==> src/rtl/negb_pkg.sv <==
// Shared types and constants of the normal elevation ground bin selector.
package negb_pkg;

    // Number of ten-degree elevation bins and the neutral bin of a flat normal.
    localparam int NUM_BINS = 18;
    localparam logic [4:0] CENTER_BIN = 5'd9;
    localparam logic [4:0] NO_GROUND_BIN = 5'd31;

    // Boundaries on one side of the horizontal plane, each with its squared sine.
    localparam int NUM_CMP = 8;
    localparam logic [13:0] SIN2_Q14 [0:NUM_CMP] = '{
        14'd0, 14'd494, 14'd1917, 14'd4096, 14'd6769,
        14'd9615, 14'd12288, 14'd14467, 14'd15890
    };

    // Depth of the queue between classification and bookkeeping.
    localparam int QDEPTH = 4;
    localparam int QAW = 2;

    // Configuration register indexes.
    localparam logic REG_EXCL_LO = 1'b0;
    localparam logic REG_EXCL_HI = 1'b1;

    typedef struct packed {
        logic [4:0] bin;
        logic       last;
    } t_negb_qent;

    typedef struct packed {
        logic [31:0] n2;
        logic [45:0] lhs;
        logic        zpos;
        logic        zzero;
        logic        last;
        logic [3:0]  cge;
        logic [3:0]  cle;
    } t_negb_cmp;

    // Magnitude of a signed 16-bit value; the most negative value maps to 32768.
    function automatic logic [15:0] mag16(input logic signed [15:0] v);
        logic signed [15:0] neg;
        neg = -v;
        return v[15] ? 16'(neg) : 16'(v);
    endfunction

endpackage

==> src/rtl/negb_fifo.sv <==
// Short queue of classified points between the front and back parts.
module negb_fifo (
    input  logic                 i_clk,
    input  logic                 i_rst_n,
    input  logic                 i_wr_valid,
    input  negb_pkg::t_negb_qent i_wr_ent,
    output logic                 o_wr_ready,
    output logic                 o_rd_valid,
    output negb_pkg::t_negb_qent o_rd_ent,
    input  logic                 i_rd_ready
);
    import negb_pkg::*;

    t_negb_qent     r_mem [QDEPTH];
    logic [QAW:0]   r_wp, r_rp;
    logic           full, empty, wr, rd;

    assign empty = (r_wp == r_rp);
    assign full  = (r_wp[QAW] != r_rp[QAW]) && (r_wp[QAW-1:0] == r_rp[QAW-1:0]);
    assign o_wr_ready = !full;
    assign o_rd_valid = !empty;
    assign o_rd_ent   = r_mem[r_rp[QAW-1:0]];
    assign wr = i_wr_valid && !full;
    assign rd = i_rd_ready && !empty;

    always_ff @(posedge i_clk) begin
        if (!i_rst_n) begin
            r_wp <= '0;
            r_rp <= '0;
        end else begin
            if (wr) begin
                r_wp <= r_wp + 1'b1;
            end
            if (rd) begin
                r_rp <= r_rp + 1'b1;
            end
        end
    end

    always_ff @(posedge i_clk) begin
        if (wr) begin
            r_mem[r_wp[QAW-1:0]] <= i_wr_ent;
        end
    end
endmodule

==> config.mk <==
export PLATFORM = sky130hd
export DESIGN_NAME = negb_fifo
export DESIGN_NICKNAME = d
export VERILOG_FILES = /design/src/rtl/negb_pkg.sv /design/src/rtl/negb_fifo.sv
export SDC_FILE = /design/constraint.sdc
export NUM_CORES = 1
export LEC_CHECK = 0
export ABC_AREA = 1
export BUFFER_PORTS_ARGS = -buffer_cell sky130_fd_sc_hd__clkbuf_2
export CAP_MARGIN = 20
export CORE_MARGIN = 2
export CORE_UTILIZATION = 45
export CTS_CLUSTER_DIAMETER = 150
export DETAILED_ROUTE_END_ITERATION = 16
export HOLD_SLACK_MARGIN = 0.05
export PLACE_DENSITY_LB_ADDON = 0.25
export SLEW_MARGIN = 0
export SYNTH_ARGS = -nofsm -noshare
export SYNTH_HDL_FRONTEND = slang
export SYNTH_SLANG_ARGS = --single-unit
==> constraint.sdc <==
create_clock -name i_clk -period 2 [get_ports i_clk]
set_input_delay 0.6 -clock i_clk [delete_from_list [all_inputs] [get_ports i_clk]]
set_output_delay 0.6 -clock i_clk [all_outputs]
set_load 0.05 [all_outputs]
==> results of run 1 <==
-- registers in the layout, indices dropped and copies added, names as in the netlist, named ones only --
| signal | cells |
|---|---|
| r_wp | 3 |
| r_mem | 24 |
| r_rp | 3 |
-- logic make-up (layout without fill, tap and decap cells) --
kind of cell | Yosys count | count (layout) | share of synthesized area [%]
simple gates | 52 | 52 | 17.1
flops | 32 | 32 | 64.0
compound gates | 24 | 24 | 9.27
buf+inv | 18 | 45 | 5.09
fa+ha+maj | 5 | 5 | 4.55
-- critical path, cell delays in order, from the launching register on --
cell,delay [ns]
dfxtp_4,0.41
buf_6,0.14
o21ai_2,0.06
o22ai_1,0.18
clkbuf_8,0.21
-- how the worst min path moves through the flow --
stage	depth (start not counted)	from	end
2_1_floorplan	2	r_rp[2]	r_rp[2]
3_3_place_gp	2	r_wp[2]	r_wp[2]
3_5_place_dp	2	r_wp[2]	r_wp[2]
4_1_cts	1	i_wr_ent[5]	r_mem[0][5]
5_1_grt	1	i_wr_ent[0]	r_mem[0][0]
6_report	1	i_wr_ent[5]	r_mem[2][5]
-- layout make-up --
type	instances	share of cell area, %
tap	33	2.49
timing repair buffer	21	10.3
sequential	32	53.7
multi-input combinational	81	26.2
inverter	16	3.78
clock buffer	8	3.55
-- per-stage QoR --
step           utilization, %  setup WS (ns)  TNS (ns)  std cells
3_3_place_gp             51.1          0.231         0        183
4_1_cts                  54.9       -0.00399  -0.00399        191
5_1_grt                  55.6       -0.00263  -0.00518        191
2_1_floorplan               -         0.0176         0        131
6_report                 55.6         0.0808         0        191
3_5_place_dp             51.1          0.184         0        183
-- synthesized netlist by cell type, drive strengths merged --
master  number  share of area (%)
a21oi        6                2.2
edfxtp      24                 52
nor2        22                6.0
buf          2               0.73
o21ai       12                4.4
ha           5                4.5
dfxtp        8                 12
inv         16                4.4
nand2       22                6.4
o22ai        6                2.7
nand3        8                4.7
-- what timing repair did --
action | CTS | global route
resized for setup | 16 | 13
buffers inserted | 0 | 0
cloned | 0 | 0
pin swaps | 0 | 2
hold buffers | 0 | 0
endpoints found under the setup margin | 8 | 8
-- where the power goes --
group | switching (mW) | internal, mW
logic | 0.274 | 0.143
registers | 0.0354 | 0.757
clock network | 0.208 | 0.173
total | 0.517 | 1.07
-- routing by layer --
metal,vias up,GRT usage [%],share of wire [%]
met1,460,17.7,43
met2,15,28.9,51
met4,0,7.79,1.9
met3,6,5.90,3.6
met5,-,0,0
li1,498,-,-
==> flow_summary_export.csv, run 1 <==
group,metric,value,unit
route,drt_iter0_drc,28,
grt,grt_overflow,0,
worst_setup_path,worstSetupEndpoint,"o_rd_ent[4]",
hold_path,hp-class,"input pin to flop",
worst_setup_path,rrSetupSlack,0.55,ns
worst_setup_path,criticalPathCategory,"flop to primary output",
finish,nets,172,
worst_setup_path,crit_required,1.40,ns
sta,hold_violations,0,
cts,cts.reportedPaths.clkPinSlew,0.10,ns
sta,tightest_slew,0.284,ns
cts,worstSkewPairLatency,0.33,ns
sta,finClkSkew,0.00873,ns
cts,cts_tree,"yes",
worst_setup_path,start_kind,"flop",
worst_setup_path,cp-end-kind,"primary output",
finish,diodes,0,
finish,fill_cells,263,
grt,grt_max_degree,13,
sta,setup_viol,0,
power,ir_worst_vdd,0.000374,V
worst_setup_path,r2r_cells,7,
sta,rsz0062_at_grt,"true",
yosys,syn_inst,131,
yosys,synth_cell_types,13,
cts,cts_max_level,2,
yosys,ys_warn_count,0,
worst_setup_path,crit_fanout,8,
route,viasPerCell,5.13,
grt,grt_usage,16.6,%
floorplanning,rows,20,
floorplanning,die_y,59.3,µm
route,remaining_drc_errors,0,
yosys,synth_seq_cells,32,
yosys,synth_area,1380,µm²
route,first_pass_iters,4,
finish,layout-drive-gt1-share,25.3,%
cts,cts_buffer_depth,2,
power,cellPowerDensity,961,nW/µm²
route,drt_wl_total,2.52,mm
grt,antenna_found_initial,0,
cts,numCtsBuffers,5,
grt,grt_pass1_vias,951,
worst_setup_path,rr_startpoint,"r_wp[0]",
route,post_drt_wl_per_cell,13.2,µm
yosys,synth.yosys.seq_area_share,64.0,%
placed_design,dp_hpwl,1.77,mm
finish,area_delta_synth_final,20.3,%
grt,grt_pass1_wl,4.08,mm
floorplanning,dieArea,3520,µm²
cts,cts_root_buf,"clkbuf_4",
sta,post-route-min-period,1.92,ns
finish,regArea,890,µm²
finish,stdcell_area,1660,µm²
worst_setup_path,cp_data_arrival_time,1.32,ns
floorplanning,start_util,46.2,%
placed_design,placed_cell_area,1520,µm²
power,total_power,1.59,mW
cts,cts_sinks,32,
floorplanning,num_io_pins,18,
finish,multi_input_area,433,µm²
outcome,status,"completed",
sta,slew_viol_final,0,
yosys,postSynthAreaPerCell,10.5,µm²
route,ant_nets,0,
power,p_leak,0.683,nW
finish,layout_common_cells,"24 x edfxtp_1, 22 x nor2_1, 20 x nand2_1",
job,drv_cap,0,
sta,min_period_over_period,96.0,%
floorplanning,die_w,59.3,µm
yosys,synth_fp_nets,146,
finish,layout_commonest_cell,"edfxtp_1",
route,vias,979,
placed_design,gp_congestion,0.768,
floorplanning,coreArea,2980,µm²
sta,relSlewSlack,81.0,%
sta,max_clock_freq,521,MHz
worst_setup_path,rr_endpoint,"r_mem[1][2]",
placed_design,io_buffers,17,
sta,whs,0.494,ns
No activity file was read; power rests on OpenSTA's default activity.
==> inputs of run 2 (changes only) <==
Settings changed: CELL_PAD_IN_SITES_DETAIL_PLACEMENT set to 1, CELL_PAD_IN_SITES_GLOBAL_PLACEMENT set to 1, CORE_UTILIZATION 45 to 43.
==> flow_summary_export.csv, run 2 (synthesis results as in run 1) <==
group,metric,value,unit
outcome,status,"completed",
worst_setup_path,criticalPathCategory,"flop to primary output",
sta,relSlewSlack,79.6,%
finish,layout_common_cells,"24 x edfxtp_1, 21 x nor2_1, 20 x nand2_1",
floorplanning,die_w,60.6,µm
finish,diodes,0,
worst_setup_path,rrSetupSlack,0.51,ns
worst_setup_path,cp_data_arrival_time,1.37,ns
sta,hold_violations,0,
grt,antenna_found_initial,0,
placed_design,io_buffers,17,
cts,numCtsBuffers,5,
cts,ctsHoldBuffers,0,
hold_path,holdPathStages,1,
sta,setup_viol,0,
worst_setup_path,crit_chain,"buf_8, buf_6, nor2_2, o22ai_1, clkbuf_8",
placed_design,dp.cells,194,
power,cellPowerDensity,997,nW/µm²
placed_design,placed_cell_area,1540,µm²
placed_design,dp_hpwl,2.14,mm
worst_setup_path,r2r_cells,7,
sta,slew_viol_final,0,
route,viasPerCell,4.96,
cts,worstSkewPairLatency,0.34,ns
cts,cts.reportedPaths.clkPinSlew,0.11,ns
sta,max_clock_freq,508,MHz
floorplanning,start_util,45.1,%
floorplanning,coreArea,3050,µm²
worst_setup_path,cp_top_family,"buffers and inverters",
worst_setup_path,cp-end-kind,"primary output",
cts,cts_tree,"yes",
finish,layout_commonest_cell,"edfxtp_1",
cts,cts_max_level,2,
worst_setup_path,cp_num_buf_inv,3,
floorplanning,dieArea,3670,µm²
grt,grt_pass1_wl,4.83,mm
worst_setup_path,crit_required,1.40,ns
route,ant_nets,0,
sta,min_period_over_period,98.4,%
route,first_pass_iters,4,
cts,cts_root_buf,"clkbuf_4",
grt,grt_max_degree,13,
sta,finClkSkew,0.0189,ns
finish,largest_reg_flops,24,
placed_design,gp_congestion,0.738,
floorplanning,die_y,60.6,µm
sta,fin_setup_tns,0,ns
finish,stdcell_area,1750,µm²
worst_setup_path,worst_path_largest_cell_delay,0.41,ns
finish,fin_cells,203,
finish,area_delta_synth_final,26.8,%
job,drv_cap,0,
route,post_drt_wl_per_cell,15.3,µm
cts,cts_sinks,32,
finish,nets,173,
route,drt_wl_total,3.11,mm
route,vias,1007,
power,p_leak,0.710,nW
hold_path,hp-class,"input pin to flop",
power,ir_worst_vdd,0.000453,V
hold_path,hold_end,"r_mem[1][4]",
worst_setup_path,rr_startpoint,"r_rp[0]",
sta,rsz0062_at_grt,"true",
sta,post-route-min-period,1.97,ns
floorplanning,rows,20,
grt,grt_overflow,0,
hold_path,min_from,"i_wr_ent[4]",
finish,layout-drive-gt1-share,30.2,%
route,drt_iter0_drc,17,
worst_setup_path,crit_fanout,8,
grt,grt_pass1_vias,1080,
sta,tightest_slew,0.305,ns
worst_setup_path,rr_endpoint,"r_mem[0][2]",
cts,cts_buffer_depth,2,
worst_setup_path,start_kind,"flop",
route,remaining_drc_errors,0,
power,total_power,1.74,mW
grt,grt_usage,19.5,%
worst_setup_path,crit_slowest_cell,"dfxtp_4",
floorplanning,num_io_pins,18,
-- run 2: worst max path at each step --
stage | slack (ns) | to | start | depth (start not counted)
6_report | 0.03 | o_rd_ent[3] | flop | 5
3_3_place_gp | 0.28 | o_rd_ent[5] | flop | 4
2_1_floorplan | 0.02 | o_rd_ent[0] | flop | 4
4_1_cts | -0.007 | o_rd_ent[2] | flop | 4
5_1_grt | -0.03 | o_rd_ent[5] | flop | 4
3_5_place_dp | 0.13 | o_rd_ent[5] | flop | 4
-- run 2: through the flow --
stage          setup WS [ns]  hold slack, ns  util [%]
2_1_floorplan         0.0176           0.516         -
3_3_place_gp           0.285           0.532      50.3
3_5_place_dp           0.128           0.558      50.3
4_1_cts             -0.00675           0.458      55.1
5_1_grt              -0.0295           0.469      57.2
6_report              0.0313           0.473      57.2
-- run 2: repair_timing --
item,4_1_cts,5_1_grt
pin swaps,1,4
endpoints found under the hold margin,0,0
resized for setup,24,25
buffers inserted,0,1
endpoints found under the setup margin,8,8
-- run 2: final cells by class --
class / instances / area (µm²)
Clock buffer: 5 / 37.5
Clock inverter: 3 / 37.5
Fill cell: 360 / 1310
Inverter: 16 / 65.1
Multi-Input combinational cell: 81 / 462
Sequential cell: 32 / 893
Tap cell: 44 / 55.1
Timing Repair Buffer: 22 / 195
-- run 2: worst reg2reg max path, cell delays in order (launching register included) --
cell	delay, ns
dfxtp_1	0.43
inv_1	0.07
nand2_1	0.07
nand2_2	0.09
nand3_4	0.12
nand2_1	0.12
nor2_1	0.12
buf_4	0.18
-- run 2: power by group --
| group | switching, mW | internal [mW] | total, mW |
|---|---|---|---|
| clock | 0.222 | 0.255 | 0.477 |
| combinational | 0.298 | 0.170 | 0.468 |
| sequential | 0.0370 | 0.758 | 0.795 |
-- run 2: metal layers --
| metal | share of wire, % | vias to the layer above | track usage [%] | wire length, µm |
|---|---|---|---|---|
| li1 | - | 500 | - | - |
| met1 | 41 | 479 | 19.6 | 1280 |
| met2 | 52 | 19 | 34.9 | 1620 |
| met3 | 3.0 | 9 | 5.76 | 94 |
| met4 | 3.6 | 0 | 12.4 | 111 |
| met5 | 0 | - | 0 | 0 |
==> inputs of run 3 (changes only) <==
Settings changed: CORE_UTILIZATION 43 to 39.
Clock period 2 ns to 1.7 ns, I/O delays scaled along.
==> flow_summary_export.csv, run 3 (synthesis results as in run 1) <==
group,metric,value,unit
grt,grt_pass1_vias,1131,
route,post_drt_wl_per_cell,14.8,µm
worst_setup_path,worst_path_largest_cell_delay,0.37,ns
route,remaining_drc_errors,0,
sta,min_period_over_period,105,%
sta,slew_viol_final,0,
worst_setup_path,crit_slowest_cell,"dfxtp_4",
cts,cts_buffer_depth,2,
sta,relSlewSlack,80.5,%
cts,numCtsBuffers,5,
floorplanning,die_w,63.4,µm
power,ir_worst_vdd,0.000413,V
power,total_power,1.99,mW
route,drt_wl_total,3.20,mm
outcome,status,"finished, violations left",
worst_setup_path,start_kind,"flop",
finish,area_delta_synth_final,36.4,%
finish,layout-drive-gt1-share,45.3,%
worst_setup_path,cp_num_buf_inv,2,
worst_setup_path,cp_top_family,"flip-flops",
worst_setup_path,cp_data_arrival_time,1.27,ns
floorplanning,coreArea,3360,µm²
grt,grt_usage,17.1,%
power,p_leak,0.779,nW
worst_setup_path,crit_chain,"buf_4, nor2_1, o22ai_2, buf_8",
cts,cts.reportedPaths.clkPinSlew,0.10,ns
floorplanning,die_y,63.4,µm
placed_design,dp_slack,0.0696,ns
floorplanning,rows,21,
finish,largest_reg_flops,24,
placed_design,gp_congestion,0.714,
floorplanning,dieArea,4020,µm²
sta,finClkSkew,0.0116,ns
cts,cts_tree,"yes",
floorplanning,num_io_pins,18,
finish,layout_common_cells,"24 x edfxtp_1, 20 x nor2_1, 15 x buf_4",
cts,ctsHoldBuffers,0,
worst_setup_path,crit_required,1.19,ns
route,ant_nets,0,
grt,antenna_found_initial,0,
cts,worstSkewPairLatency,0.33,ns
finish,diodes,0,
route,drt_iter0_drc,60,
sta,post-route-min-period,1.78,ns
placed_design,dp_hpwl,2.18,mm
finish,nets,184,
sta,worst_slack,-0.0765,ns
hold_path,hp-class,"input pin to flop",
worst_setup_path,crit_fanout,6,
grt,grt_pass1_wl,5.32,mm
grt,grt_max_degree,13,
route,first_pass_iters,4,
route,viasPerCell,4.94,
power,cellPowerDensity,1060,nW/µm²
sta,setup_viol,6,
worst_setup_path,criticalPathCategory,"flop to primary output",
sta,hold_violations,0,
sta,max_clock_freq,563,MHz
sta,rsz0062_at_grt,"true",
cts,cts_root_buf,"clkbuf_4",
cts,cts_sinks,32,
worst_setup_path,cp-end-kind,"primary output",
route,vias,1068,
sta,fin_setup_tns,-0.409,ns
finish,layout_commonest_cell,"edfxtp_1",
job,drv_cap,0,
outcome,violations,"negative setup slack",
sta,tightest_slew,0.293,ns
cts,cts_max_level,2,
floorplanning,start_util,40.9,%
placed_design,io_buffers,17,
grt,grt_overflow,0,
==> run 3: cell types whose count changed in the layout (fill, tap and decap cells not counted), moves of 4 or more <==
cell	delta
o21ai_1	+6
buf_4	+10
nand2_2	+5
inv_2	+7
o21ai_0	-4
nand2_1	-7
inv_1	-6
==> run 3: per-stage QoR <==
step / util (%) / instances / area, µm² / hold WS (ns)
detailed placement: 47.5 / 199 / 1600 / 0.543
finish: 55.8 / 216 / 1880 / 0.401
CTS: 53.8 / 213 / 1810 / 0.396
global route: 55.8 / 216 / 1880 / 0.396
floorplan: - / 131 / 1410 / 0.516
global placement: 47.5 / 199 / 1600 / 0.534
==> run 3: what timing repair did <==
item	CTS	global route
endpoints found under the hold margin	0	0
pin swaps	4	7
endpoints found under the setup margin	8	8
setup buffers	5	3
gates resized for setup	47	24
gates cloned	1	0
==> run 3: path summary, 6_finish.rpt <==
path,startpoint,to,slack (ns),cells after the start
max reg2reg,r_wp[1],r_mem[1][1],0.13,9
min,i_wr_ent[0],r_mem[2][0],0.40,1
min reg2reg,r_wp[2],r_wp[2],0.54,2
max,flop,o_rd_ent[1],-0.08,4
==> run 3: routing by layer <==
layer	vias to the layer above	wire [µm]	global-route usage, %
met2	17	1770	30.1
met3	4	93	3.39
met4	0	39	5.71
li1	523	-	-
met1	524	1290	20.7
met5	-	0	0
==> run 3: final cells by class <==
type	count	area, µm²
Fill cell	400	1490
Sequential cell	32	903
Multi-Input combinational cell	81	503
Timing Repair Buffer	33	299
Inverter	16	62.6
Tap cell	46	57.6
Clock buffer	5	37.5
Clock inverter	3	13.8
==> run 3: power breakdown <==
part	total [mW]	switching, mW	internal [mW]
combinational	0.653	0.387	0.266
clock	0.411	0.259	0.152
sequential	0.927	0.0371	0.890
