### config.mk
export PLATFORM = sky130hd
export DESIGN_NAME = negb_back_flat
export DESIGN_NICKNAME = d
export VERILOG_FILES = /design/src/rtl/negb_pkg.sv /design/src/rtl/negb_out_if.sv /design/src/rtl/negb_ram.sv /design/src/rtl/negb_back.sv /design/src/flat_wrapper.sv
export SDC_FILE = /design/constraint.sdc
export NUM_CORES = 1
export LEC_CHECK = 0
export ABC_AREA = 1
export BUFFER_PORTS_ARGS = -buffer_cell sky130_fd_sc_hd__buf_2
export CAP_MARGIN = 5
export CORE_MARGIN = 3
export CORE_UTILIZATION = 45
export CTS_BUF_LIST = sky130_fd_sc_hd__clkbuf_8
export CTS_CLUSTER_SIZE = 14
export DETAILED_ROUTE_END_ITERATION = 8
export HOLD_SLACK_MARGIN = 0.08
export SYNTH_ARGS = -nofsm -noshare
export SYNTH_HDL_FRONTEND = slang
export SYNTH_SLANG_ARGS = --single-unit
### constraint.sdc
create_clock -name i_clk -period 6.3 [get_ports i_clk]
set_input_delay 0 -clock i_clk [delete_from_list [all_inputs] [get_ports i_clk]]
set_output_delay 0 -clock i_clk [all_outputs]
set_load 0.01 [all_outputs]
### src/rtl/negb_pkg.sv
// Shared types and constants of the normal elevation ground bin selector.
package negb_pkg;

    // Number of ten-degree elevation bins and the neutral bin of a flat normal.
    localparam int NUM_BINS = 18;
    localparam logic [4:0] CENTER_BIN = 5'd9;
    localparam logic [4:0] NO_GROUND_BIN = 5'd31;

    // Boundaries on one side of the horizontal plane, each with its squared sine.
    localparam int NUM_CMP = 8;
    localparam logic [13:0] SIN2_Q14 [0:NUM_CMP] = '{
        14'd0, 14'd494, 14'd1917, 14'd4096, 14'd6769,
        14'd9615, 14'd12288, 14'd14467, 14'd15890
    };

    // Depth of the queue between classification and bookkeeping.
    localparam int QDEPTH = 4;
    localparam int QAW = 2;

    // Configuration register indexes.
    localparam logic REG_EXCL_LO = 1'b0;
    localparam logic REG_EXCL_HI = 1'b1;

    typedef struct packed {
        logic [4:0] bin;
        logic       last;
    } t_negb_qent;

    typedef struct packed {
        logic [31:0] n2;
        logic [45:0] lhs;
        logic        zpos;
        logic        zzero;
        logic        last;
        logic [3:0]  cge;
        logic [3:0]  cle;
    } t_negb_cmp;

    // Magnitude of a signed 16-bit value; the most negative value maps to 32768.
    function automatic logic [15:0] mag16(input logic signed [15:0] v);
        logic signed [15:0] neg;
        neg = -v;
        return v[15] ? 16'(neg) : 16'(v);
    endfunction

endpackage

### src/rtl/negb_out_if.sv
// Output channel carrying one keep flag per transfer.
interface negb_out_if;
    logic       valid;
    logic       ready;
    logic [5:0] point_index;
    logic       keep;
    logic [4:0] chosen_bin;
    logic [6:0] bin_count;
    logic       last_result;

    modport source (output valid, output point_index, output keep, output chosen_bin,
                    output bin_count, output last_result, input ready);
    modport sink   (input valid, input point_index, input keep, input chosen_bin,
                    input bin_count, input last_result, output ready);
endinterface

### src/rtl/negb_ram.sv
// Generic single-write, single-read RAM with registered read data.
module negb_ram #(
    parameter int WIDTH = 8,
    parameter int DEPTH = 16
) (
    input  logic                                       i_clk,
    input  logic                                       i_we,
    input  logic [((DEPTH > 1) ? $clog2(DEPTH) : 1)-1:0] i_waddr,
    input  logic [WIDTH-1:0]                           i_wdata,
    input  logic                                       i_re,
    input  logic [((DEPTH > 1) ? $clog2(DEPTH) : 1)-1:0] i_raddr,
    output logic [WIDTH-1:0]                           o_rdata
);
    logic [WIDTH-1:0] r_mem [DEPTH];
    logic [WIDTH-1:0] r_rdata;

    always_ff @(posedge i_clk) begin
        if (i_we) begin
            r_mem[i_waddr] <= i_wdata;
        end
        if (i_re) begin
            r_rdata <= r_mem[i_raddr];
        end
    end

    assign o_rdata = r_rdata;
endmodule

### src/rtl/negb_back.sv
// Bookkeeping part: stores point bins, counts bins, picks the ground bin, emits flags.
module negb_back #(
    parameter int MAX_POINTS = 64
) (
    input  logic                 i_clk,
    input  logic                 i_rst_n,
    input  logic                 i_q_valid,
    input  negb_pkg::t_negb_qent i_q_ent,
    output logic                 o_q_ready,
    input  logic [4:0]           i_excl_lo,
    input  logic [4:0]           i_excl_hi,
    negb_out_if.source           o_res
);
    import negb_pkg::*;

    localparam int AW = (MAX_POINTS > 1) ? $clog2(MAX_POINTS) : 1;
    localparam int SW = $clog2(MAX_POINTS + 1);

    typedef enum logic [2:0] {
        ST_LOAD = 3'b001,
        ST_SCAN = 3'b010,
        ST_EMIT = 3'b100
    } t_state;

    t_state          r_state;
    logic [6:0]      r_cnt [NUM_BINS];
    logic [SW-1:0]   r_stored;
    logic [4:0]      r_scan;
    logic            r_found;
    logic [4:0]      r_chosen;
    logic [6:0]      r_best;
    logic [SW-1:0]   r_issue;
    logic            r_pend;
    logic [AW-1:0]   r_pend_idx;
    logic            r_pend_last;
    logic            r_ov;
    logic [5:0]      r_o_idx;
    logic            r_o_keep;
    logic [4:0]      r_o_bin;
    logic [6:0]      r_o_count;
    logic            r_o_last;

    logic            pop, can_store, store, clr_cnt, excl, better, move, issue;
    logic [6:0]      cur;
    logic [4:0]      rdata;

    assign o_q_ready = (r_state == ST_LOAD);
    assign pop       = (r_state == ST_LOAD) && i_q_valid;
    assign can_store = (r_stored < SW'(MAX_POINTS));
    assign store     = pop && can_store;
    assign clr_cnt   = (r_state == ST_SCAN) && (r_scan == 5'(NUM_BINS - 1));

    assign cur    = r_cnt[r_scan];
    assign excl   = (r_scan >= i_excl_lo) && (r_scan <= i_excl_hi);
    assign better = !excl && (!r_found || (cur > r_best));

    // Read data of the RAM acts as a holding stage in front of the output register.
    assign move  = r_pend && (!r_ov || o_res.ready);
    assign issue = (r_state == ST_EMIT) && (r_issue < r_stored) && (!r_pend || move);

    negb_ram #(
        .WIDTH (5),
        .DEPTH (MAX_POINTS)
    ) u_bins (
        .i_clk   (i_clk),
        .i_we    (store),
        .i_waddr (r_stored[AW-1:0]),
        .i_wdata (i_q_ent.bin),
        .i_re    (issue),
        .i_raddr (r_issue[AW-1:0]),
        .o_rdata (rdata)
    );

    always_ff @(posedge i_clk) begin
        if (!i_rst_n) begin
            for (int b = 0; b < NUM_BINS; b++) begin
                r_cnt[b] <= 7'd0;
            end
        end else begin
            for (int b = 0; b < NUM_BINS; b++) begin
                if (clr_cnt) begin
                    r_cnt[b] <= 7'd0;
                end else if (store && (i_q_ent.bin == 5'(b))) begin
                    r_cnt[b] <= r_cnt[b] + 7'd1;
                end
            end
        end
    end

    always_ff @(posedge i_clk) begin
        if (!i_rst_n) begin
            r_state  <= ST_LOAD;
            r_stored <= '0;
            r_scan   <= 5'd0;
            r_found  <= 1'b0;
            r_chosen <= NO_GROUND_BIN;
            r_best   <= 7'd0;
            r_issue  <= '0;
            r_pend   <= 1'b0;
            r_ov     <= 1'b0;
        end else begin
            case (r_state)
                ST_LOAD: begin
                    if (pop) begin
                        if (can_store) begin
                            r_stored <= r_stored + 1'b1;
                        end
                        if (i_q_ent.last) begin
                            r_scan   <= 5'd0;
                            r_found  <= 1'b0;
                            r_chosen <= NO_GROUND_BIN;
                            r_best   <= 7'd0;
                            r_state  <= ST_SCAN;
                        end
                    end
                end
                ST_SCAN: begin
                    if (better) begin
                        r_found  <= 1'b1;
                        r_chosen <= r_scan;
                        r_best   <= cur;
                    end
                    if (clr_cnt) begin
                        r_issue <= '0;
                        r_state <= (r_stored == '0) ? ST_LOAD : ST_EMIT;
                    end else begin
                        r_scan <= r_scan + 5'd1;
                    end
                end
                ST_EMIT: begin
                    if (issue) begin
                        r_issue <= r_issue + 1'b1;
                    end
                    if (move && r_pend_last) begin
                        r_stored <= '0;
                        r_state  <= ST_LOAD;
                    end
                end
                default: begin
                    r_state <= ST_LOAD;
                end
            endcase

            if (issue) begin
                r_pend <= 1'b1;
            end else if (move) begin
                r_pend <= 1'b0;
            end

            if (move) begin
                r_ov <= 1'b1;
            end else if (o_res.ready) begin
                r_ov <= 1'b0;
            end
        end
    end

    always_ff @(posedge i_clk) begin
        if (issue) begin
            r_pend_idx  <= r_issue[AW-1:0];
            r_pend_last <= (SW'(r_issue + 1'b1) == r_stored);
        end
        if (move) begin
            r_o_idx   <= 6'(r_pend_idx);
            r_o_keep  <= r_found && (rdata == r_chosen);
            r_o_bin   <= r_chosen;
            r_o_count <= r_best;
            r_o_last  <= r_pend_last;
        end
    end

    assign o_res.valid       = r_ov;
    assign o_res.point_index = r_o_idx;
    assign o_res.keep        = r_o_keep;
    assign o_res.chosen_bin  = r_o_bin;
    assign o_res.bin_count   = r_o_count;
    assign o_res.last_result = r_o_last;
endmodule

### src/flat_wrapper.sv
// flat-port wrapper written by rule: the top's interface ports become plain ports
module negb_back_flat import negb_pkg::*;
#(
    parameter int MAX_POINTS = 64
)
  (i_clk, i_rst_n, i_q_valid, i_q_ent, o_q_ready, i_excl_lo, i_excl_hi, o_res_valid, o_res_point_index, o_res_keep, o_res_chosen_bin, o_res_bin_count, o_res_last_result, o_res_ready);
  negb_out_if o_res_i ();
  input  logic i_clk;
  input  logic i_rst_n;
  input  logic i_q_valid;
  input  negb_pkg::t_negb_qent i_q_ent;
  output logic o_q_ready;
  input  logic [4:0] i_excl_lo;
  input  logic [4:0] i_excl_hi;
  output wire logic [$bits(o_res_i.valid)-1:0] o_res_valid;
  output wire logic [$bits(o_res_i.point_index)-1:0] o_res_point_index;
  output wire logic [$bits(o_res_i.keep)-1:0] o_res_keep;
  output wire logic [$bits(o_res_i.chosen_bin)-1:0] o_res_chosen_bin;
  output wire logic [$bits(o_res_i.bin_count)-1:0] o_res_bin_count;
  output wire logic [$bits(o_res_i.last_result)-1:0] o_res_last_result;
  input wire logic [$bits(o_res_i.ready)-1:0] o_res_ready;
  assign o_res_valid = o_res_i.valid;
  assign o_res_point_index = o_res_i.point_index;
  assign o_res_keep = o_res_i.keep;
  assign o_res_chosen_bin = o_res_i.chosen_bin;
  assign o_res_bin_count = o_res_i.bin_count;
  assign o_res_last_result = o_res_i.last_result;
  assign o_res_i.ready = o_res_ready;
  negb_back #(.MAX_POINTS(MAX_POINTS)) u_core (.i_clk(i_clk), .i_rst_n(i_rst_n), .i_q_valid(i_q_valid), .i_q_ent(i_q_ent), .o_q_ready(o_q_ready), .i_excl_lo(i_excl_lo), .i_excl_hi(i_excl_hi), .o_res(o_res_i));
endmodule
==> impl_metrics.toml, run 1 <==
[run_status]
status = "finished clean"

[sta]
hold_ws_ps = 131.6
relSlewSlack_pct = 23.39
setup_viol = 0
clock_skew_ps = 32.19
fmax_ghz = 0.2238
min_period_ps = 4469
min_period_over_period_pct = 70.94
worst_slew_pin_slew_ps = 1139
maxSlewViolCount = 0
fin_setup_tns_ps = 0
rsz0062_at_grt = "false"
setup_slack_ps = 1831
hold_violations = 0

[grt]
antenna_found_initial = 1
grt_first_pass_wirelength_um = 95120
grt_pass1_vias = 17213
grt_max_degree = 112
grt_overflow = 0
grt_usage_pct = 21.35

[clocking]
cts_max_level = 3
ctsResizeCount = 0
cts_root_buffer = "clkbuf_8"
cts_sinks = 520
cts_tree = "yes"
clockBufferDepth = 3
insertion_delay_ps = 690
clk_pin_slew_ps = 60
numCtsBuffers = 86

[setup_path]
worstSetupPathType = "register to register"
end_kind = "register"
reg2regPathDepth = 18
required_ps = 6890
crit_path_start_kind = "register"
reg2reg_slack_ps = 1830
rr_endpoint = "u_core.r_best[6]$_SDFFE_PN0P_"
path_max_fanout = 31
worstPathArrival_ps = 5060

[logic_synthesis]
synth_area_leaders = "edfxtp_1 59%, nand2_1 7.8%, nor2_1 5.7%"
syn_area_per_cell_sq_um = 9.912
synth_nets = 2510
yosysTopAreaCell = "edfxtp_1"
seq_area_frac_synth_pct = 62.75
synth_seq_cells = 520
yosysWarnings = 0
synth_top_cell_area_share_pct = 59.27
syn-instance-count = 2443
synth_area_sq_mm = 0.02422
ys_types = 32

[worst_hold_path]
hp-class = "input port to register"
min_from = "i_excl_lo[4]"
whs_endpoint = "u_core.r_found$_SDFFE_PN0P_"
hold_path_depth = 8

[layout]
n_fill_cell = 4854
fin_nets = 2570
area_delta_synth_final_pct = 10.60
drive_gt1_share_pct = 7.986
final_area_sq_mm = 0.02678

[placement]
dpl_cell_area_sq_mm = 0.02501
port_buffers = 41
place_hpwl_um = 40040
place_ws_ps = 1978
gp_congestion = 0.8741

[detailed_routing]
dr_total_vias = 17328
antenna_left = 0
drt_pass1_iterations = 6
wire_per_inst_um = 18.49
drc = 0
first_iter_violations = 1562
viasPerCell = 5.320
wirelength_um = 60220

[pwr]
leakage_uw = 0.01034
finalPower_uw = 7153
ir_drop_v = 0.0002100
p_per_area_mw_per_mm2 = 267.1

[floorplan]
die_width_um = 238.0
dieArea_sq_mm = 0.05663
row_count = 84
die_h_um = 238.0
start_util_pct = 45.81
coreArea_sq_mm = 0.05287
io_pins = 42

[run]
drv_cap = 0
==> cell families (layout without fill, tap and decap cells) <==
group	after synthesis	after routing	share of synthesized area, %
DFF	520	520	62.75
buffers and inverters	330	454	5.348
xor gates and xnor gates	80	80	2.893
AOI/OAI and AO/OA	266	266	5.813
adders and majority gates	47	47	2.428
other	0	2	0
and+or+nand+nor	1200	1200	20.77
==> through the flow <==
| stage | std cells | util (%) |
|---|---|---|
| after global placement | 3090 | 47.30 |
| final | 3257 | 50.66 |
| after floorplan | 2443 | - |
| after detailed placement | 3090 | 47.30 |
| after global routing | 3257 | 50.66 |
| after CTS | 3255 | 50.65 |
==> registers in the layout, indices dropped and copies added, names as in the netlist, named ones only <==
| register | cells |
|---|---|
| u_core.r_scan | 5 |
| u_core.r_chosen | 5 |
| u_core.r_pend | 1 |
| u_core.o_res.last_result | 1 |
| u_core.u_bins.r_mem | 320 |
| u_core.r_cnt | 126 |
| u_core.o_res.chosen_bin | 5 |
| u_core.r_stored | 7 |
| u_core.r_found | 1 |
| u_core.o_res.valid | 1 |
| u_core.o_res.bin_count | 7 |
| u_core.o_res.point_index | 6 |
| u_core.o_res.keep | 1 |
| u_core.u_bins.o_rdata | 5 |
| u_core.r_state | 3 |
| u_core.r_best | 7 |
| u_core.r_pend_idx | 6 |
| u_core.r_issue | 7 |
| u_core.r_pend_last | 1 |
==> cells in the final DEF (no fill, tap or decap), drive strengths merged <==
cell type,instances
o22ai,53
a21oi,58
nand3,239
o21ai,151
edfxtp,478
nor3b,5
inv,256
dfxtp,42
nor4,4
o21a,2
dlygate4sd3,13
ha,47
nor3,50
xnor2,13
clkinvlp,2
xor2,67
a211oi,2
buf,61
nor2,371
diode,2
clkinv,28
or2,3
nand2,516
nand4,12
clkbuf,90
bufinv,4
==> cells in the mapped netlist, drive strengths merged <==
master,n
buf,52
clkinv,3
dfxtp,42
xnor2,13
o21ai,151
inv,225
xor2,67
edfxtp,478
nor2,371
nor3b,5
ha,47
nand4,12
or2,3
nor4,4
a211oi,2
o21a,2
o22ai,53
nand3,239
a21oi,58
nand2,516
clkbuf,50
nor3,50
==> worst max-delay path, cell delays in order, from the launching register on <==
cell,delay [ps]
dfxtp_1,1070
clkinv_1,940
nand3_1,300
nand3_1,120
nand3_1,100
nand2_1,100
nand2_1,70
nand2_1,70
ha_1,280
nand2_1,70
nor2_1,140
nand2_1,70
nand2_1,50
nand2_1,50
nand2_1,70
nand3_2,190
nor2_1,430
nand2_1,100
a21oi_1,160
==> where the power goes <==
part	total [uW]	switching (uW)	internal, uW
sequential	3860	46.9	3810
combinational	414	300	114
clock	2880	1380	1500
total	7150	1730	5430
==> area by class of cell <==
cell class	instances	area, sq um	share of cell area (%)
inverters	228	857.1	3.200
repair buffers	74	485.5	1.813
multi-input cells	1593	7731	28.87
clock buffers	90	1239	4.625
diodes	2	5.005	0.01869
well taps	688	860.8	3.214
flip-flops and latches	520	15200	56.76
clock inverters	62	402.9	1.504
==> what timing repair did <==
action	4_1_cts	5_1_grt
hold endpoints to repair	226	0
buffers inserted	0	0
hold buffers	13	0
==> how the worst max path moves through the flow <==
stage,from,end,slack (ps),depth (start not counted)
finish,register,u_core.r_best[6]$_SDFFE_PN0P_,1830,18
CTS,register,u_core.r_best[6]$_SDFFE_PN0P_,1950,18
global route,register,u_core.r_best[4]$_SDFFE_PN0P_,1370,18
detailed placement,register,u_core.r_best[6]$_SDFFE_PN0P_,1980,18
global placement,register,u_core.r_best[4]$_SDFFE_PN0P_,2030,18
floorplan,u_core.r_stored[2]$_SDFFE_PN0P_,u_core.r_pend_idx[0]$_DFFE_PP_,3690,8
==> per-layer routing <==
layer,part of all wire [%],track usage [%]
met1,45,28.87
met2,46,34.52
met3,5.5,3.860
met4,3.5,8.411
met5,0,0
(Power assumes the default switching activity.)
==> inputs of run 2 (changes only) <==
--- a/config.mk
+++ b/config.mk
@@ -5,7 +5,7 @@
 export SDC_FILE = /design/constraint.sdc
 export NUM_CORES = 1
 export LEC_CHECK = 0
-export ABC_AREA = 1
+export ABC_AREA = 0
 export BUFFER_PORTS_ARGS = -buffer_cell sky130_fd_sc_hd__buf_2
 export CAP_MARGIN = 5
 export CORE_MARGIN = 3
==> constraint.sdc (replaced) <==
create_clock -name i_clk -period 4.55 [get_ports i_clk]
set_input_delay 0 -clock i_clk [delete_from_list [all_inputs] [get_ports i_clk]]
set_output_delay 0 -clock i_clk [all_outputs]
set_load 0.01 [all_outputs]
==> impl_metrics.toml, run 2 <==
[run_status]
status = "finished clean"

[logic_synthesis]
async_flop_share_pct = 0
yosysMostFrequentCell = "edfxtp_1"
synth_ff_type = "edfxtp_1"
synth_area_leaders = "edfxtp_1 62%, mux4_2 9.0%, dfxtp_1 3.6%"
syn_area_per_cell_sq_um = 14.74
synth_seq_cells = 520
synth_edf_count = 478
synth_commonest_cells = "478 x edfxtp_1, 210 x nor2_1, 94 x nand3_1"
synth_top_family_by_area = "multiplexers"
muxShareOfSynthArea_pct = 12.20
yosysWarnings = 0
ys_types = 54
synthAdderAreaFrac_pct = 2.541
yosys.area_share.simple_pct = 10.98
synth-xor-area-share_pct = 4.276
seq_area_frac_synth_pct = 65.65
syn-instance-count = 1570
synth_compound_area_share_pct = 2.665
yosysTopAreaCell = "edfxtp_1"
synth_nets = 1637
synth_top_cell_area_share_pct = 62.01
synth_area_sq_mm = 0.02315

[pwr]
p_per_area_mw_per_mm2 = 373.1
leakage_uw = 0.008512
ir_drop_v = 0.0002227
p_int_uw = 7487
seq_power_share_pct = 55.2
p_comb_share_pct = 3.4
switching_power_uw = 2180
sw_frac_of_total_pct = 22.55
clock_power_share_pct = 41.3

[sta]
rsz0062_at_grt = "false"
min_period_ps = 3533
clock_skew_ps = 41.31
worst_slew_pin_slew_ps = 1035
fin_setup_tns_ps = 0
hold_ws_ps = 159.6
relSlewSlack_pct = 30.46
min_period_over_period_pct = 77.66
hold_violations = 0
fmax_ghz = 0.2830
setup_viol = 0
maxSlewViolCount = 0

[layout]
drive_gt1_share_pct = 16.82
top_regs = "u_core.u_bins.r_mem x320, u_core.r_cnt x126"
n_antenna_cell = 0
largest_register = "u_core.u_bins.r_mem"
layout_commonest_cell = "edfxtp_1"
n_fill_cell = 4357
area_delta_synth_final_pct = 11.96
largest_reg_flops = 320
most-common-layout-cells = "478 x edfxtp_1, 210 x nor2_1, 94 x nand3_1"
fin_nets = 1736

[setup_path]
end_kind = "register"
slowest_stage = "dfxtp_1"
crit_path_start_kind = "register"
worstPathArrival_ps = 4130
path_cells = "mux4_2, o2111ai_1, nand3_1, ha_1, nand3_1, nor3_1, nor3_1, a21oi_1, a32o_1"
required_ps = 5150
worstSetupPathType = "register to register"
path_max_fanout = 20
reg2regPathDepth = 9
max_stage_delay_ps = 790
rr_endpoint = "u_core.r_best[1]$_SDFFE_PN0P_"
reg2reg_slack_ps = 1020

[detailed_routing]
wire_per_inst_um = 21.37
first_iter_violations = 1207
drc = 0
antenna_left = 0
dr_total_vias = 13480
drt_pass1_iterations = 5
viasPerCell = 5.584
wirelength_um = 51580

[grt]
grt_usage_pct = 19.43
grt_pass1_vias = 13549
grt_overflow = 0
antenna_found_initial = 1
grt_first_pass_wirelength_um = 79980
grt_max_degree = 68

[run]
drv_cap = 0

[clocking]
cts_max_level = 3
clk_pin_slew_ps = 60
cts_tree = "yes"
insertion_delay_ps = 660
numCtsBuffers = 88
cts_root_buffer = "clkbuf_8"
cts_sinks = 520
clockBufferDepth = 3

[floorplan]
io_pins = 42
die_width_um = 232.8
start_util_pct = 45.85
dieArea_sq_mm = 0.05419
coreArea_sq_mm = 0.05048
die_h_um = 232.8
row_count = 82

[worst_hold_path]
whs_endpoint = "u_core.r_chosen[1]$_SDFFE_PN1P_"
hp-class = "input port to register"
hold_path_depth = 7
min_from = "i_excl_hi[3]"

[placement]
place_hpwl_um = 34730
port_buffers = 41
gp_congestion = 0.8603
[run 2: cell families (layout without fill, tap and decap cells)]
kind of cell / count (synthesis) / count (layout)
AND/OR/NAND/NOR: 538 / 538
AO/OA/AOI/OAI: 90 / 90
flip-flops: 520 / 520
XOR/XNOR: 113 / 113
buffers and inverters: 97 / 269
adder cells (fa/ha/maj): 47 / 47
multiplexers: 165 / 165
[run 2: power by group through the flow]
stage	Sequential, uW	Combinational (uW)	Clock [uW]
5_1_grt	5350	363	4340
6_report	5340	330	4000
2_1_floorplan	5410	187	0
4_1_cts	5340	330	4110
3_5_place_dp	5440	320	0
3_3_place_gp	5440	313	0
[run 2: per-stage QoR]
stage	std cells	total power, uW	area (sq um)	worst slack [ps]	utilization [%]
2_1_floorplan	1570	5596	23150	1537	-
3_3_place_gp	2240	5751	24110	1231	47.77
3_5_place_dp	2240	5758	24110	1093	47.77
4_1_cts	2414	9784	25910	1058	51.34
5_1_grt	2414	10050	25910	672.6	51.34
6_report	2414	9667	25910	1017	51.34
[run 2: metal layers]
layer,global-route usage [%],wire length [um],up-vias
met3,4.518,3433,76
met4,6.313,1099,2
met2,28.63,23150,404
met5,0,13,-
met1,28.59,23890,6807
li1,-,-,6191
[run 2: how the worst max path moves through the flow]
stage | from | endpoint | slack (ps)
after global placement | register | u_core.r_best[3]$_SDFFE_PN0P_ | 1230
final | register | u_core.r_best[1]$_SDFFE_PN0P_ | 1020
after detailed placement | register | u_core.r_best[1]$_SDFFE_PN0P_ | 1090
after CTS | register | u_core.r_best[1]$_SDFFE_PN0P_ | 1060
after global routing | register | u_core.r_best[5]$_SDFFE_PN0P_ | 670
after floorplan | register | u_core.r_best[1]$_SDFFE_PN0P_ | 1540
[run 2: layout make-up]
cell class                      count  area, sq um  share of cell area [%]
Inverter                           35        131.4                  0.5070
Timing Repair Buffer               71        483.0                   1.864
Tap cell                          672        840.8                   3.245
Clock buffer                       91         1252                   4.833
Sequential cell                   520        15200                   58.67
Clock inverter                     72        436.7                   1.685
Multi-Input combinational cell    953         7565                   29.19
[run 2: worst max-delay path, delay by kind of cell (launching register included)]
kind | cells | cell delay [ps]
AO/OA/AOI/OAI | 3 | 1020
flip-flops | 1 | 790
AND/OR/NAND/NOR | 4 | 730
multiplexers | 1 | 590
adder cells (fa/ha/maj) | 1 | 320
[run 2: repair_timing]
| action | in CTS | in global routing |
|---|---|---|
| setup endpoints to repair | 0 | 0 |
| hold endpoints to repair | 168 | 0 |
| gates resized for setup | 0 | 0 |
| buffers inserted | 0 | 0 |
| hold buffers | 11 | 0 |
==> inputs of run 3 (changes only) <==
==> constraint.sdc (replaced) <==
create_clock -name i_clk -period 3.1 [get_ports i_clk]
set_input_delay 0 -clock i_clk [delete_from_list [all_inputs] [get_ports i_clk]]
set_output_delay 0 -clock i_clk [all_outputs]
set_load 0.01 [all_outputs]
==> impl_metrics.toml, run 3 (synthesis gave the netlist of run 2 again) <==
[run_status]
status = "finished clean"

[sta]
setup_viol = 0
min_period_ps = 3001
hold_violations = 0
fmax_ghz = 0.3332
min_period_over_period_pct = 96.80
relSlewSlack_pct = 41.91
clock_skew_ps = 49.29
maxSlewViolCount = 0
worst_slew_pin_slew_ps = 871.3
hold_ws_ps = 145.7

[grt]
grt_overflow = 0
grt_usage_pct = 19.52
grt_first_pass_wirelength_um = 79940
grt_max_degree = 65
grt_pass1_vias = 13521
antenna_found_initial = 1

[clocking]
cts_root_buffer = "clkbuf_8"
numCtsBuffers = 89
cts_tree = "yes"
cts_max_level = 3
insertion_delay_ps = 710
cts_sinks = 520
clockBufferDepth = 3
clk_pin_slew_ps = 60

[layout]
n_antenna_cell = 0
fin_nets = 1782
final_area_sq_mm = 0.02672
fin_cells = 2462
drive_gt1_share_pct = 20.73
n_fill_cell = 4206
layout_commonest_cell = "edfxtp_1"
largest_register = "u_core.u_bins.r_mem"
area_delta_synth_final_pct = 15.43
top_regs = "u_core.u_bins.r_mem x320, u_core.r_cnt x126"
most-common-layout-cells = "478 x edfxtp_1, 208 x nor2_1, 93 x nand3_1, 93 x mux4_2, 92 x nand2_1"
largest_reg_flops = 320

[worst_hold_path]
hp-class = "input port to register"

[setup_path]
worstSetupPathType = "register to register"
crit_family = "simple AND/OR/NAND/NOR gates"
cp_num_buf_inv = 1
path_cells = "mux4_2, o2111ai_2, nand3_1, ha_4, nand4_1, a21oi_2, nor3_2, buf_4, or3_1, o21ai_0, nand3_1"
max_stage_delay_ps = 530
required_ps = 3650
slowest_stage = "mux4_2"
worstPathArrival_ps = 3550
crit_path_frequent_cell = "nand3_1"
crit_path_start_kind = "register"
end_kind = "register"
path_max_fanout = 9

[detailed_routing]
drc = 0
antenna_left = 0
wire_per_inst_um = 21.18
dr_total_vias = 13581
viasPerCell = 5.516
drt_pass1_iterations = 5
wirelength_um = 52140
first_iter_violations = 1326

[run]
drv_cap = 0

[placement]
place_hpwl_um = 35820
dpl_cell_area_sq_mm = 0.02444
dpl.cell_count = 2277
gp_congestion = 0.8378
port_buffers = 41

[floorplan]
die_width_um = 232.8
die_h_um = 232.8
row_count = 82
dieArea_sq_mm = 0.05419
coreArea_sq_mm = 0.05048
start_util_pct = 45.85
io_pins = 42

[pwr]
p_per_area_mw_per_mm2 = 559.1
ir_drop_v = 0.0003389
leakage_uw = 0.008859
run 3: changes by cell type in the layout (fill, tap and decap cells not counted), sizes merged:
cell / delta
bufinv: +6
buf: +41
inv: -4
clkinvlp: +2
dlygate4sd3: +3
clkinv: -1
clkbuf: +1
run 3: layout make-up:
cell class	count	area, sq um	area share [%]
clock buffers	91	1252	4.688
clock inverters	75	661.9	2.477
inverters	35	131.4	0.4917
multi-input cells	953	7717	28.89
flip-flops and latches	520	15210	56.94
well taps	672	840.8	3.147
repair buffers	116	899.6	3.367
run 3: metrics by stage:
stage | util, % | setup WS (ps) | TNS [ps] | power [uW]
after floorplan | - | 87.20 | 0 | 8213
after global routing | 52.93 | -28.90 | -119.1 | 15490
after detailed placement | 48.42 | -134.1 | -844.5 | 8462
final | 52.93 | 99.05 | 0 | 14940
after CTS | 52.51 | 29.90 | 0 | 15110
after global placement | 48.42 | -57.69 | -370.9 | 8451
run 3: worst register-to-register path, stage by stage (launching register included):
cell	delay, ps
dfxtp_4	430
mux4_2	530
o2111ai_2	220
nand3_1	220
ha_4	350
nand4_1	90
a21oi_2	150
nor3_2	80
buf_4	140
or3_1	380
o21ai_0	180
nand3_1	100
run 3: timing repair:
action                                  4_1_cts  5_1_grt
resized for setup                             4       30
pin swaps                                     0        2
setup buffers                                 0        4
hold buffers                                 14        0
hold endpoints to repair                    335        0
endpoints found under the setup margin       10       12
gates cloned                                  0        1
run 3: worst paths after layout:
kind | start | end | slack, ps | cells past startpoint
worst max-delay path | register | u_core.r_chosen[4]$_SDFFE_PN1P_ | 100 | 11
worst min-delay path | i_excl_hi[4] | u_core.r_chosen[3]$_SDFFE_PN1P_ | 150 | 7
worst max register to register | register | u_core.r_chosen[4]$_SDFFE_PN1P_ | 100 | 11
worst min register to register | u_core.r_pend_idx[1]$_DFFE_PP_ | u_core.o_res.point_index[1]$_DFFE_PP_ | 420 | 0
run 3: layer usage:
metal,global-route usage [%],vias to the layer above,share of wire (%),wire [um]
li1,-,6283,-,-
met1,28.49,6804,45,23720
met2,29.66,425,46,23920
met3,4.322,69,6.8,3556
met4,5.427,0,1.8,948
met5,0,-,0,0
run 3: power by group:
group,total [uW],internal (uW),switching [uW]
combinational,502,176,326
clock,6600,3660,2950
sequential,7840,7740,101
